<file path="config.mk">
export PLATFORM = sky130hd
export DESIGN_NAME = rect_gap_distance_classify_unit
export DESIGN_NICKNAME = d
export VERILOG_FILES = /design/src/rgdc_pkg.sv /design/src/rgdc_geom.sv /design/src/rgdc_sq.sv /design/src/rgdc_sqrt.sv /design/src/rect_gap_distance_classify_unit.sv
export VERILOG_INCLUDE_DIRS = /design/src /design/src/src
export SDC_FILE = /design/constraint.sdc
export NUM_CORES = 2
export LEC_CHECK = 0
export ABC_AREA = 1
export BUFFER_PORTS_ARGS = -buffer_cell sky130_fd_sc_hd__buf_2
export CELL_PAD_IN_SITES_DETAIL_PLACEMENT = 1
export CELL_PAD_IN_SITES_GLOBAL_PLACEMENT = 1
export CORE_ASPECT_RATIO = 0.7
export CORE_MARGIN = 2
export CORE_UTILIZATION = 43
export DETAILED_ROUTE_END_ITERATION = 7
export PLACE_DENSITY = 0.79
export RECOVER_POWER = 25
export SLEW_MARGIN = 0
export SYNTH_ARGS = -nofsm -noshare
export SYNTH_HDL_FRONTEND = slang
export SYNTH_SLANG_ARGS = --single-unit
</file>
<file path="constraint.sdc">
create_clock -name clk_i -period 136.3 [get_ports clk_i]
set_clock_uncertainty 0.1 [all_clocks]
set_input_delay 0 -clock clk_i [delete_from_list [all_inputs] [get_ports clk_i]]
set_output_delay 0 -clock clk_i [all_outputs]
set_load 0.005 [all_outputs]
</file>
<file path="src/rect_gap_distance_classify_unit_defines.svh">
// ----------------------------------------------------------------------------
// rect_gap_distance_classify_unit_defines
// assertion macros shared by the rectangle gap distance unit
// ----------------------------------------------------------------------------
`ifndef RECT_GAP_DISTANCE_CLASSIFY_UNIT_DEFINES_SVH
`define RECT_GAP_DISTANCE_CLASSIFY_UNIT_DEFINES_SVH

// condition in one cycle implies the property in the same cycle
`define RGDC_ASSERT_NOW(name, cond, prop, msg) \
  name: assert property (@(posedge clk_i) disable iff (!rst_ni) (cond) |-> (prop)) \
    else $error(msg);

// condition in one cycle implies the property in the next cycle
`define RGDC_ASSERT_NEXT(name, cond, prop, msg) \
  name: assert property (@(posedge clk_i) disable iff (!rst_ni) (cond) |=> (prop)) \
    else $error(msg);

`endif

</file>
<file path="src/rgdc_pkg.sv">
`timescale 1ns / 1ps
// ----------------------------------------------------------------------------
// rgdc_pkg
// types, widths and helpers of the rectangle gap distance unit
// ----------------------------------------------------------------------------
package rgdc_pkg;

  localparam int COORD_BITS = 14;
  localparam int FRAC_BITS  = 8;
  localparam int DIST_W     = 24;
  localparam int POS_W      = 3;

  // edge coordinate: origin plus size
  localparam int EDGE_W  = COORD_BITS + 1;
  // square of one edge gap, and sum of two squares
  localparam int SQR_W   = 2 * EDGE_W;
  localparam int SUM_W   = SQR_W + 1;
  // radicand with the fraction bits of the root shifted in
  localparam int RAW_W   = SUM_W + 2 * FRAC_BITS;
  localparam int ROOT_W  = (RAW_W + 1) / 2;
  localparam int RAD_W   = 2 * ROOT_W;
  localparam int REM_W   = ROOT_W + 2;
  // single-axis distance
  localparam int LIN_W   = EDGE_W + FRAC_BITS;
  // common width for saturation
  localparam int EXT_W   = LIN_W + ROOT_W + DIST_W;

  localparam logic [DIST_W-1:0] DIST_MAX = '1;

  typedef enum logic [POS_W-1:0] {
    POS_UNKNOWN = 3'd0,
    POS_LEFT    = 3'd1,
    POS_RIGHT   = 3'd2,
    POS_UP      = 3'd3,
    POS_BOTTOM  = 3'd4
  } pos_e;

  typedef struct packed {
    logic [COORD_BITS-1:0] a_left;
    logic [COORD_BITS-1:0] a_top;
    logic [COORD_BITS-1:0] a_width;
    logic [COORD_BITS-1:0] a_height;
    logic [COORD_BITS-1:0] b_left;
    logic [COORD_BITS-1:0] b_top;
    logic [COORD_BITS-1:0] b_width;
    logic [COORD_BITS-1:0] b_height;
  } in_word_t;

  typedef struct packed {
    logic [DIST_W-1:0] gap_distance;
    logic [POS_W-1:0]  relative_position;
  } out_word_t;

  // per-item result info that rides along the root pipeline
  typedef struct packed {
    pos_e             pos;
    logic             use_root;
    logic [LIN_W-1:0] lin;
  } side_t;

  // clamp to the distance range
  function automatic logic [DIST_W-1:0] sat_dist(input logic [EXT_W-1:0] v);
    logic [EXT_W-1:0] lim;
    lim = EXT_W'(DIST_MAX);
    if (v > lim) begin
      return DIST_MAX;
    end
    return v[DIST_W-1:0];
  endfunction

endpackage

</file>
<file path="src/rgdc_geom.sv">
`timescale 1ns / 1ps
// ----------------------------------------------------------------------------
// rgdc_geom
// two stages: rectangle edges, then separation test, gaps and position
// ----------------------------------------------------------------------------
module rgdc_geom
  import rgdc_pkg::*;
(
  input  logic              clk_i,
  input  logic              rst_ni,
  input  logic              en_i,
  input  logic              valid_i,
  input  in_word_t          word_i,
  output logic              valid_o,
  output side_t             side_o,
  output logic [EDGE_W-1:0] dx_o,
  output logic [EDGE_W-1:0] dy_o
);

  // stage a: edge coordinates
  logic              a_valid_q;
  logic [EDGE_W-1:0] ax0_q, ax1_q, ay0_q, ay1_q;
  logic [EDGE_W-1:0] bx0_q, bx1_q, by0_q, by1_q;

  always_ff @(posedge clk_i or negedge rst_ni) begin
    if (!rst_ni) begin
      a_valid_q <= 1'b0;
    end else if (en_i) begin
      a_valid_q <= valid_i;
    end
  end

  always_ff @(posedge clk_i) begin
    if (en_i) begin
      ax0_q <= EDGE_W'(word_i.a_left);
      ax1_q <= EDGE_W'(word_i.a_left) + EDGE_W'(word_i.a_width);
      ay0_q <= EDGE_W'(word_i.a_top);
      ay1_q <= EDGE_W'(word_i.a_top) + EDGE_W'(word_i.a_height);
      bx0_q <= EDGE_W'(word_i.b_left);
      bx1_q <= EDGE_W'(word_i.b_left) + EDGE_W'(word_i.b_width);
      by0_q <= EDGE_W'(word_i.b_top);
      by1_q <= EDGE_W'(word_i.b_top) + EDGE_W'(word_i.b_height);
    end
  end

  // stage b: separation, nearest edge gap and position
  logic              b_after_x, a_after_x, b_after_y, a_after_y;
  logic              apart_x, apart_y;
  logic [EDGE_W-1:0] dx_d, dy_d;
  side_t             side_d;

  always_comb begin
    b_after_x = bx0_q > ax1_q;
    a_after_x = ax0_q > bx1_q;
    b_after_y = by0_q > ay1_q;
    a_after_y = ay0_q > by1_q;
    apart_x   = b_after_x || a_after_x;
    apart_y   = b_after_y || a_after_y;
    // disjoint intervals: the nearest pair is the inner edges
    dx_d = b_after_x ? (bx0_q - ax1_q) : (ax0_q - bx1_q);
    dy_d = b_after_y ? (by0_q - ay1_q) : (ay0_q - by1_q);

    side_d.pos      = POS_UNKNOWN;
    side_d.use_root = 1'b0;
    side_d.lin      = '0;
    priority if (apart_x && apart_y) begin
      side_d.use_root = 1'b1;
    end else if (apart_x) begin
      side_d.lin = LIN_W'(dx_d) << FRAC_BITS;
      side_d.pos = (ax0_q < bx0_q) ? POS_LEFT : POS_RIGHT;
    end else if (apart_y) begin
      side_d.lin = LIN_W'(dy_d) << FRAC_BITS;
      side_d.pos = (ay0_q < by0_q) ? POS_UP : POS_BOTTOM;
    end else begin
      // overlap on both axes: zero distance, position unknown
      side_d.pos = POS_UNKNOWN;
    end
  end

  always_ff @(posedge clk_i or negedge rst_ni) begin
    if (!rst_ni) begin
      valid_o <= 1'b0;
    end else if (en_i) begin
      valid_o <= a_valid_q;
    end
  end

  always_ff @(posedge clk_i) begin
    if (en_i) begin
      side_o <= side_d;
      dx_o   <= dx_d;
      dy_o   <= dy_d;
    end
  end

endmodule

</file>
<file path="src/rgdc_sq.sv">
`timescale 1ns / 1ps
// ----------------------------------------------------------------------------
// rgdc_sq
// two stages: square both gaps, then sum and scale into the radicand
// ----------------------------------------------------------------------------
module rgdc_sq
  import rgdc_pkg::*;
(
  input  logic              clk_i,
  input  logic              rst_ni,
  input  logic              en_i,
  input  logic              valid_i,
  input  side_t             side_i,
  input  logic [EDGE_W-1:0] dx_i,
  input  logic [EDGE_W-1:0] dy_i,
  output logic              valid_o,
  output side_t             side_o,
  output logic [RAD_W-1:0]  rad_o
);

  // stage c: squares
  logic             c_valid_q;
  side_t            c_side_q;
  logic [SQR_W-1:0] dx2_q, dy2_q;

  always_ff @(posedge clk_i or negedge rst_ni) begin
    if (!rst_ni) begin
      c_valid_q <= 1'b0;
      valid_o   <= 1'b0;
    end else if (en_i) begin
      c_valid_q <= valid_i;
      valid_o   <= c_valid_q;
    end
  end

  always_ff @(posedge clk_i) begin
    if (en_i) begin
      c_side_q <= side_i;
      dx2_q    <= SQR_W'(dx_i) * SQR_W'(dx_i);
      dy2_q    <= SQR_W'(dy_i) * SQR_W'(dy_i);
    end
  end

  // stage d: sum of squares with the fraction bits appended
  logic [SUM_W-1:0] sum;

  assign sum = SUM_W'(dx2_q) + SUM_W'(dy2_q);

  always_ff @(posedge clk_i) begin
    if (en_i) begin
      side_o <= c_side_q;
      rad_o  <= RAD_W'(sum) << (2 * FRAC_BITS);
    end
  end

endmodule

</file>
<file path="src/rgdc_sqrt.sv">
`timescale 1ns / 1ps
// ----------------------------------------------------------------------------
// rgdc_sqrt
// truncated square root, one result bit per pipeline stage
// ----------------------------------------------------------------------------
module rgdc_sqrt
  import rgdc_pkg::*;
(
  input  logic              clk_i,
  input  logic              rst_ni,
  input  logic              en_i,
  input  logic              valid_i,
  input  side_t             side_i,
  input  logic [RAD_W-1:0]  rad_i,
  output logic              valid_o,
  output side_t             side_o,
  output logic [ROOT_W-1:0] root_o
);

  // stage registers
  logic              stg_valid_q [ROOT_W];
  side_t             stg_side_q  [ROOT_W];
  logic [REM_W-1:0]  stg_rem_q   [ROOT_W];
  logic [ROOT_W-1:0] stg_root_q  [ROOT_W];
  logic [RAD_W-1:0]  stg_rad_q   [ROOT_W];

  for (genvar k = 0; k < ROOT_W; k++) begin : g_stage
    logic              cur_valid;
    side_t             cur_side;
    logic [REM_W-1:0]  cur_rem;
    logic [ROOT_W-1:0] cur_root;
    logic [RAD_W-1:0]  cur_rad;
    logic [REM_W-1:0]  rem_sh;
    logic [REM_W-1:0]  trial;
    logic              ge;

    // stage input: pipeline input for the first stage
    if (k == 0) begin : g_first
      assign cur_valid = valid_i;
      assign cur_side  = side_i;
      assign cur_rem   = '0;
      assign cur_root  = '0;
      assign cur_rad   = rad_i;
    end else begin : g_next
      assign cur_valid = stg_valid_q[k-1];
      assign cur_side  = stg_side_q[k-1];
      assign cur_rem   = stg_rem_q[k-1];
      assign cur_root  = stg_root_q[k-1];
      assign cur_rad   = stg_rad_q[k-1];
    end

    // bring down two radicand bits and try the next root bit
    always_comb begin
      rem_sh = {cur_rem[REM_W-3:0], cur_rad[RAD_W-1:RAD_W-2]};
      trial  = {cur_root, 2'b01};
      ge     = rem_sh >= trial;
    end

    always_ff @(posedge clk_i or negedge rst_ni) begin
      if (!rst_ni) begin
        stg_valid_q[k] <= 1'b0;
      end else if (en_i) begin
        stg_valid_q[k] <= cur_valid;
      end
    end

    always_ff @(posedge clk_i) begin
      if (en_i) begin
        stg_side_q[k] <= cur_side;
        stg_rem_q[k]  <= ge ? (rem_sh - trial) : rem_sh;
        stg_root_q[k] <= {cur_root[ROOT_W-2:0], ge};
        stg_rad_q[k]  <= cur_rad << 2;
      end
    end
  end

  assign valid_o = stg_valid_q[ROOT_W-1];
  assign side_o  = stg_side_q[ROOT_W-1];
  assign root_o  = stg_root_q[ROOT_W-1];

endmodule

</file>
<file path="src/rect_gap_distance_classify_unit.sv">
`timescale 1ns / 1ps
// ----------------------------------------------------------------------------
// rect_gap_distance_classify_unit
// gap distance and relative position of two axis-aligned rectangles
// ----------------------------------------------------------------------------
// The input channel takes one word per rectangle pair (origin and size of
// each rectangle) with in_valid_i / in_stall_o; the output channel returns
// one word per pair, gap distance (8 fraction bits) and relative position,
// with out_valid_o / out_stall_i. A word moves when valid is high and stall
// is low.
// From input to output a word passes two geometry stages, two square/sum
// stages, one stage per root bit of the square root (24 stages) and the
// output register. Throughput is one word per cycle while no output word
// is held; the root pipeline, one bit per stage, sets the depth.
// Reset clears all valid bits; no word is in flight after reset.
// When the output word is held by out_stall_i the whole pipeline freezes
// and in_stall_o rises; empty slots freeze too, so bubbles are not squeezed
// out. While the output register is empty the pipeline keeps moving.
// ----------------------------------------------------------------------------
`include "rect_gap_distance_classify_unit_defines.svh"

module rect_gap_distance_classify_unit
  import rgdc_pkg::*;
(
  input  logic      clk_i,
  input  logic      rst_ni,
  input  logic      in_valid_i,
  output logic      in_stall_o,
  input  in_word_t  in_word_i,
  output logic      out_valid_o,
  input  logic      out_stall_i,
  output out_word_t out_word_o
);

  // global advance: hold only while a finished word waits
  logic en;

  assign en         = !(out_valid_o && out_stall_i);
  assign in_stall_o = !en;

  // geometry
  logic              geom_valid;
  side_t             geom_side;
  logic [EDGE_W-1:0] geom_dx, geom_dy;

  rgdc_geom u_geom (
    .clk_i   (clk_i),
    .rst_ni  (rst_ni),
    .en_i    (en),
    .valid_i (in_valid_i),
    .word_i  (in_word_i),
    .valid_o (geom_valid),
    .side_o  (geom_side),
    .dx_o    (geom_dx),
    .dy_o    (geom_dy)
  );

  // squares and radicand
  logic             sq_valid;
  side_t            sq_side;
  logic [RAD_W-1:0] sq_rad;

  rgdc_sq u_sq (
    .clk_i   (clk_i),
    .rst_ni  (rst_ni),
    .en_i    (en),
    .valid_i (geom_valid),
    .side_i  (geom_side),
    .dx_i    (geom_dx),
    .dy_i    (geom_dy),
    .valid_o (sq_valid),
    .side_o  (sq_side),
    .rad_o   (sq_rad)
  );

  // square root
  logic              rt_valid;
  side_t             rt_side;
  logic [ROOT_W-1:0] rt_root;

  rgdc_sqrt u_sqrt (
    .clk_i   (clk_i),
    .rst_ni  (rst_ni),
    .en_i    (en),
    .valid_i (sq_valid),
    .side_i  (sq_side),
    .rad_i   (sq_rad),
    .valid_o (rt_valid),
    .side_o  (rt_side),
    .root_o  (rt_root)
  );

  // output register: pick root or single-axis distance, saturate
  logic [DIST_W-1:0] dist_d;

  assign dist_d = rt_side.use_root ? sat_dist(EXT_W'(rt_root)) : sat_dist(EXT_W'(rt_side.lin));

  always_ff @(posedge clk_i or negedge rst_ni) begin
    if (!rst_ni) begin
      out_valid_o <= 1'b0;
    end else if (en) begin
      out_valid_o <= rt_valid;
    end
  end

  always_ff @(posedge clk_i) begin
    if (en) begin
      out_word_o.gap_distance      <= dist_d;
      out_word_o.relative_position <= rt_side.pos;
    end
  end

  // a held output word freezes the last root stage
  `RGDC_ASSERT_NEXT(a_freeze_root, out_valid_o && out_stall_i,
    $stable(rt_valid) && $stable(rt_root) && $stable(rt_side), "root stage moved under stall")

  // the corner case carries no side position
  `RGDC_ASSERT_NOW(a_root_pos, rt_valid && rt_side.use_root,
    rt_side.pos == POS_UNKNOWN, "root distance with a side position")

  // single-axis words that reach the output carry a whole-pixel gap with a side
  `RGDC_ASSERT_NEXT(a_lin_side, en && rt_valid && !rt_side.use_root && rt_side.lin != '0,
    out_word_o.relative_position != POS_UNKNOWN, "single-axis gap without position")

endmodule

</file>
Word level (Yosys, flattened, before mapping)
Memory sizes are Yosys's and may differ from the RTL's.
Index checks and enable logic that the tools add are counted.
{ "word_totals": {"register_bits": 374, "mem_bits_rw": 2952, "in_bits": 116, "out_inout_bits": 29, "elab_cells": 164, "memories": 4} }
{ "classes": {"n_addsub": 33, "multipliers": 2, "n_lt_le_gt_ge": 30, "muxes": 35, "n_reduce_logical": 5} }
{ "memory_table": {"columns": ["memory", "words", "width", "rd", "rd_clocked_by_memory_dff", "write_ports", "line_no", "text"], "rows": [
  ["u_sqrt.stg_rad_q", 24, 46, 23, 0, 24, "rgdc_sqrt.sv:25", "logic [RAD_W-1:0] stg_rad_q [ROOT_W];"],
  ["u_sqrt.stg_side_q", 24, 27, 24, 0, 24, "rgdc_sqrt.sv:22", "side_t stg_side_q [ROOT_W];"],
  ["u_sqrt.stg_rem_q", 24, 26, 23, 0, 24, "rgdc_sqrt.sv:23", "logic [REM_W-1:0] stg_rem_q [ROOT_W];"],
  ["u_sqrt.stg_root_q", 24, 24, 24, 0, 24, "rgdc_sqrt.sv:24", "logic [ROOT_W-1:0] stg_root_q [ROOT_W];"]
]} }
{ "op_table": {"columns": ["cell", "n"], "rows": [
  ["$mux 26", 24],
  ["$ge 26x26->1", 23],
  ["$sub 26x26->26", 23],
  ["$mux 23", 3],
  ["$add 14x14->15", 4],
  ["$gt 14x15->1", 4],
  ["$mul 15x15->30", 2],
  ["$sub 14x15->15", 4],
  ["$add 30x30->31", 1],
  ["$mux 15", 2],
  ["$lt 14x14->1", 2],
  ["$mux 3", 3],
  ["$logic_and 1x1->1", 2],
  ["$logic_or 1x1->1", 2],
  ["$mux 1", 2],
  ["$mux 2", 1],
  ["$reduce_or 2->1", 1],
  ["$sub 1x1->2 const B", 1],
  ["$ge 1x1->1 const B", 1]
]} }

Depth between registers and ports, before layout
{ "logic_depth": {"word_depth": 4, "depth_mapped": 27, "depth_no_buf": 26} }

Cells and area by module
From an unflattened synthesis, not the netlist that was laid out.
{ "unflattened": {"hier_cells": 13140, "area_unflattened_um2": 129098.8} }
{ "modules_own_cells": {"columns": ["mod", "instances", "cells_per_inst", "area_per_inst_um2", "seq_area_each_um2"], "rows": [
  ["rgdc_sqrt", 1, 9109, 95292.6, 61318.8],
  ["rgdc_sq", 1, 2511, 20468.4, 4344.2],
  ["rgdc_geom", 1, 1410, 12121.6, 5004.8],
  ["rect_gap_distance_classify_unit", 1, 110, 1216.2, 835.8]
]} }

Worst setup path after synthesis
No wires, ideal clock.
{ "synth_timing": {"kind": "reg-to-reg", "start": "register out_valid_o", "end": "register u_geom.a_valid_q", "setup_time_ps": 2221, "t_arrival_ps": 50841, "required_time_ps": 133979, "slack_ps": 83138, "stages_incl_launch_ff": 4, "n_path_buf": 1, "synth_period_minus_slack_ps": 53162, "cell_sequence": "dfrtp_1 nand2_1 clkbuf_1 o21ai_0"} }
{ "synth_between": {"elab_chain_cells": 1} }
{ "synth_rtl": {"columns": ["element", "line_no", "text"], "rows": [
  ["from (decl)", "rect_gap_distance_classify_unit.sv:30", "output logic out_valid_o,"],
  ["from (signal assigned)", "rect_gap_distance_classify_unit.sv:102", "out_valid_o <= rt_valid;"],
  ["$logic_and 1x1->1", "rect_gap_distance_classify_unit.sv:38", "assign en = !(out_valid_o && out_stall_i);"],
  ["to (signal assigned)", "rgdc_geom.sv:29", "a_valid_q <= valid_i;"],
  ["to (decl)", "rgdc_geom.sv:21", "logic a_valid_q;"]
]} }
No other way between the ends.
A chain may end at the register's enable or synchronous reset.

Final worst setup path
{ "layout_timing": {"start": "register u_geom.dy_o[2]", "end": "register u_sq.dy2_q[23] (data pin)"} }
{ "layout_between": {"elab_chain_cells": 1} }
{ "layout_rtl": {"columns": ["element", "line_no", "text"], "rows": [
  ["from (decl)", "rgdc_geom.sv:17", "output logic [EDGE_W-1:0] dy_o"],
  ["from (signal assigned)", "rgdc_geom.sv:92", "dy_o <= dy_d;"],
  ["$mul 15x15->30", "rgdc_sq.sv:40", "dy2_q <= SQR_W'(dy_i) * SQR_W'(dy_i);"],
  ["to (signal assigned)", "rgdc_sq.sv:40", null],
  ["to (decl)", "rgdc_sq.sv:24", "logic [SQR_W-1:0] dx2_q, dy2_q;"]
]} }
No other way between the ends.

==> flow_summary.ini <==
[clock_network]
postCtsResizedCells = 0
h-tree-depth = 4
cts_hold_buf = 238
cts_setup_buffers = 0
cts.reportedPaths.clkPinSlew_ps = 60
cts_tree = done
cts-root-buf = clkbuf_16
cts_buffer_depth = 4
cts_buffers = 191
clk_latency_ps = 880
cts.sinks = 1852

[finish]
fillers = 26960
final_common_cell = nand2_1
drive_gt1_share_pct = 5.731
final_cell_mix = 2395 x nand2_1, 1823 x edfxtp_1, 1689 x inv_1, 726 x nor2_1, 662 x ha_1
finalNetCount = 11970
area_delta_synth_final_pct = 12.02

[timing]
timing.fmax_ghz = 0.1597
period_minus_slack_ps = 6260
slew_viol_final = 30
tns_ps = 0
fin_crit_sh_pct = 4.593
setup_viol = 0
hold_viol_final = 0
rsz0062_at_grt = false
worst_slew_pin_slew_ps = 1564
slew_headroom_pct = -4.255

[floorplan]
die-area_um2 = 248200
pin_count = 145
rows = 151
core_um2 = 242400
dieWidth_um = 594.6
start_util_pct = 43.31
fp.dieH_um = 417.4

[grt]
grt_overflow_total = 0
grt_max_degree = 205
grt_util_all_layers_pct = 24.21
grt_pass1_vias = 80070
antenna_found_initial = 13
grt_pass1_wl_mm = 468.6

[placement]
portBuffers = 144
dpl.hpwl_mm = 229.9
place_congestion = 0.9412

[detailed_routing]
vias = 76030
dr_wl_met2_mm = 140.0
drc = 0
topRoutingLayerUsed = met5
drt-pass1-iter-count = 6
wl_met1_mm = 139.2
ant_nets = 0
met3WireLength_mm = 17.80
drtIter0Drc = 5803
viasPerCell = 5.332
routed_wl_mm = 304.1
wl_per_cell_um = 21.33

[run]
drv_cap = 1

[worst_setup_path]
r2r_slack_ps = 130040
crit_chain = nand2_1 > inv_1 > fa_1 > inv_1 > fa_1 > inv_1 > fa_1 > inv_1 > fa_1 > inv_1 > fa_1 > inv_1 > fa_1 > inv_1 > ha_1 > nand4_1 > o21ai_0 > nand2_1 > nand2_1 > nand2_1 > nand2_1 > xor2_1
cp_num_buf_inv = 7
critPathKind = reg2reg
cp_data_required_time_ps = 136870
arrival_ps = 6830
path_delay_family = adder cells
worst_path_most_repeated_cell = inv_1
cpPeakStageDelay_ps = 670
crit_fanout = 15
slowest_stage = edfxtp_1
startpoint_type = flip-flop
end_kind = flip-flop

[status]
status = finished, violations left
violations = max-capacitance violations, max-slew violations

[synth]
syn_area_um2 = 105000
synthCells = 10400
synth.distinct_cells = 65
synth_ff_type = edfxtp_1
postSynthAreaPerCell_um2 = 10.09
synthArstFlopShare_pct = 1.566
yosysWarnings = 0
synth_edf_count = 1823
ys_seq_area_share_pct = 52.83
synth.net_count = 11470
ys_ff_latch = 1852

[hold_path]
hp-class = in2reg
## worst paths after layout
check,start,endpoint,depth (start not counted)
max in group asynchronous,rst_ni,u_sqrt.g_stage[13].cur_valid$_DFFE_PN0N_,4
worst min-delay path,in_word_i[82],u_geom.ax1_q[12]$_DFFE_PN_,4
min in group asynchronous,rst_ni,u_sqrt.g_stage[22].cur_valid$_DFFE_PN0N_,4
worst max register to register,u_geom.dy_o[2]$_DFFE_PN_,u_sq.dy2_q[23]$_DFFE_PN_,22
worst max-delay path,u_geom.dy_o[2]$_DFFE_PN_,u_sq.dy2_q[23]$_DFFE_PN_,22
worst min register to register,u_sqrt.stg_rad_q[0][33]$_DFFE_PN_,u_sqrt.stg_rad_q[0][81]$_DFFE_PN_,0
## through the flow
stage	instances	hold slack (ps)	utilization (%)	instance area [um2]	setup slack [ps]
floorplan	10400	-395.6	-	105000	83140
global placement	13690	-48.96	45.09	109300	130140
detailed placement	13690	-31.60	45.09	109300	130100
CTS	14260	9.942	48.55	117700	130060
global route	14260	103.4	48.52	117600	129740
finish	14260	110.8	48.52	117600	130040
## cell usage after synthesis (7+ instances only)
cell type / count / area [um2]
a211oi_1: 8 / 60.06
a21boi_0: 16 / 120.1
a21o_1: 46 / 345.3
a21oi_1: 597 / 2988
a21oi_2: 22 / 192.7
a31oi_1: 20 / 125.1
and2_1: 8 / 50.05
buf_2: 18 / 90.09
buf_4: 8 / 60.06
buf_6: 29 / 326.6
clkbuf_1: 41 / 153.9
dfrtp_1: 29 / 725.7
edfxtp_1: 1823 / 54740
fa_1: 287 / 5746
ha_1: 662 / 8283
inv_1: 1689 / 6340
inv_2: 24 / 90.09
mux2_2: 15 / 168.9
nand2_1: 2396 / 8994
nand2_2: 29 / 181.4
nand3_1: 406 / 2032
nand3_2: 14 / 140.1
nand3b_1: 32 / 240.2
nand4_1: 132 / 825.8
nor2_1: 726 / 2725
nor2_2: 13 / 81.33
nor2_4: 7 / 78.83
nor3_1: 113 / 565.5
nor3_2: 7 / 70.07
nor4_1: 25 / 156.4
o211ai_1: 19 / 142.6
o21a_1: 16 / 120.1
o21ai_0: 387 / 1937
o21ai_1: 78 / 390.4
o21ai_2: 39 / 341.6
o21bai_1: 57 / 427.9
or2_2: 39 / 244.0
xnor2_1: 206 / 1804
xor2_1: 255 / 2233
## registers in the layout, indices dropped and copies added (netlist names), 23 cells and up
register                  count
u_sqrt.stg_rem_q            508
u_sqrt.g_stage.cur_valid     23
u_sqrt.stg_side_q           456
u_sqrt.stg_root_q           300
u_sq.rad_o                   31
u_sqrt.stg_rad_q            240
u_sq.dx2_q                   29
u_sq.dy2_q                   29
out_word_o                   27
## routing by layer
metal | vias to the layer above | track usage, %
li1 | 35630 | -
met3 | 389 | 3.382
met1 | 37990 | 34.23
met4 | 4 | 5.631
met2 | 2018 | 39.52
met5 | - | 0
## worst min-delay path: cells and delay by family
family | cells | cell delay (ps)
buf+inv | 2 | 630
fa+ha+maj | 1 | 200
xor+xnor | 1 | 80
## cells by family after synthesis
family | Yosys count | share of synthesized area [%]
other cells | 1 | 0.003572
simple gates | 3976 | 15.88
compound gates | 1331 | 7.112
flops | 1852 | 52.83
mux | 15 | 0.1609
fa+ha+maj | 949 | 13.36
xor+xnor | 461 | 3.846
buf+inv | 1816 | 6.807
## area by class of cell
| class | instances | area [um2] | share of cell area, % |
|---|---|---|---|
| flip-flops and latches | 1852 | 55470 | 47.16 |
| clock inverters | 116 | 1041 | 0.8851 |
| clock buffers | 220 | 4962 | 4.219 |
| well taps | 3213 | 4020 | 3.418 |
| inverters | 1716 | 6446 | 5.481 |
| diodes | 1 | 2.502 | 0.002128 |
| repair buffers | 409 | 3286 | 2.794 |
| multi-input cells | 6733 | 42380 | 36.04 |
Power is not shown: default switching activity piles up to over one toggle a cycle in this logic, so the estimate is an artifact.
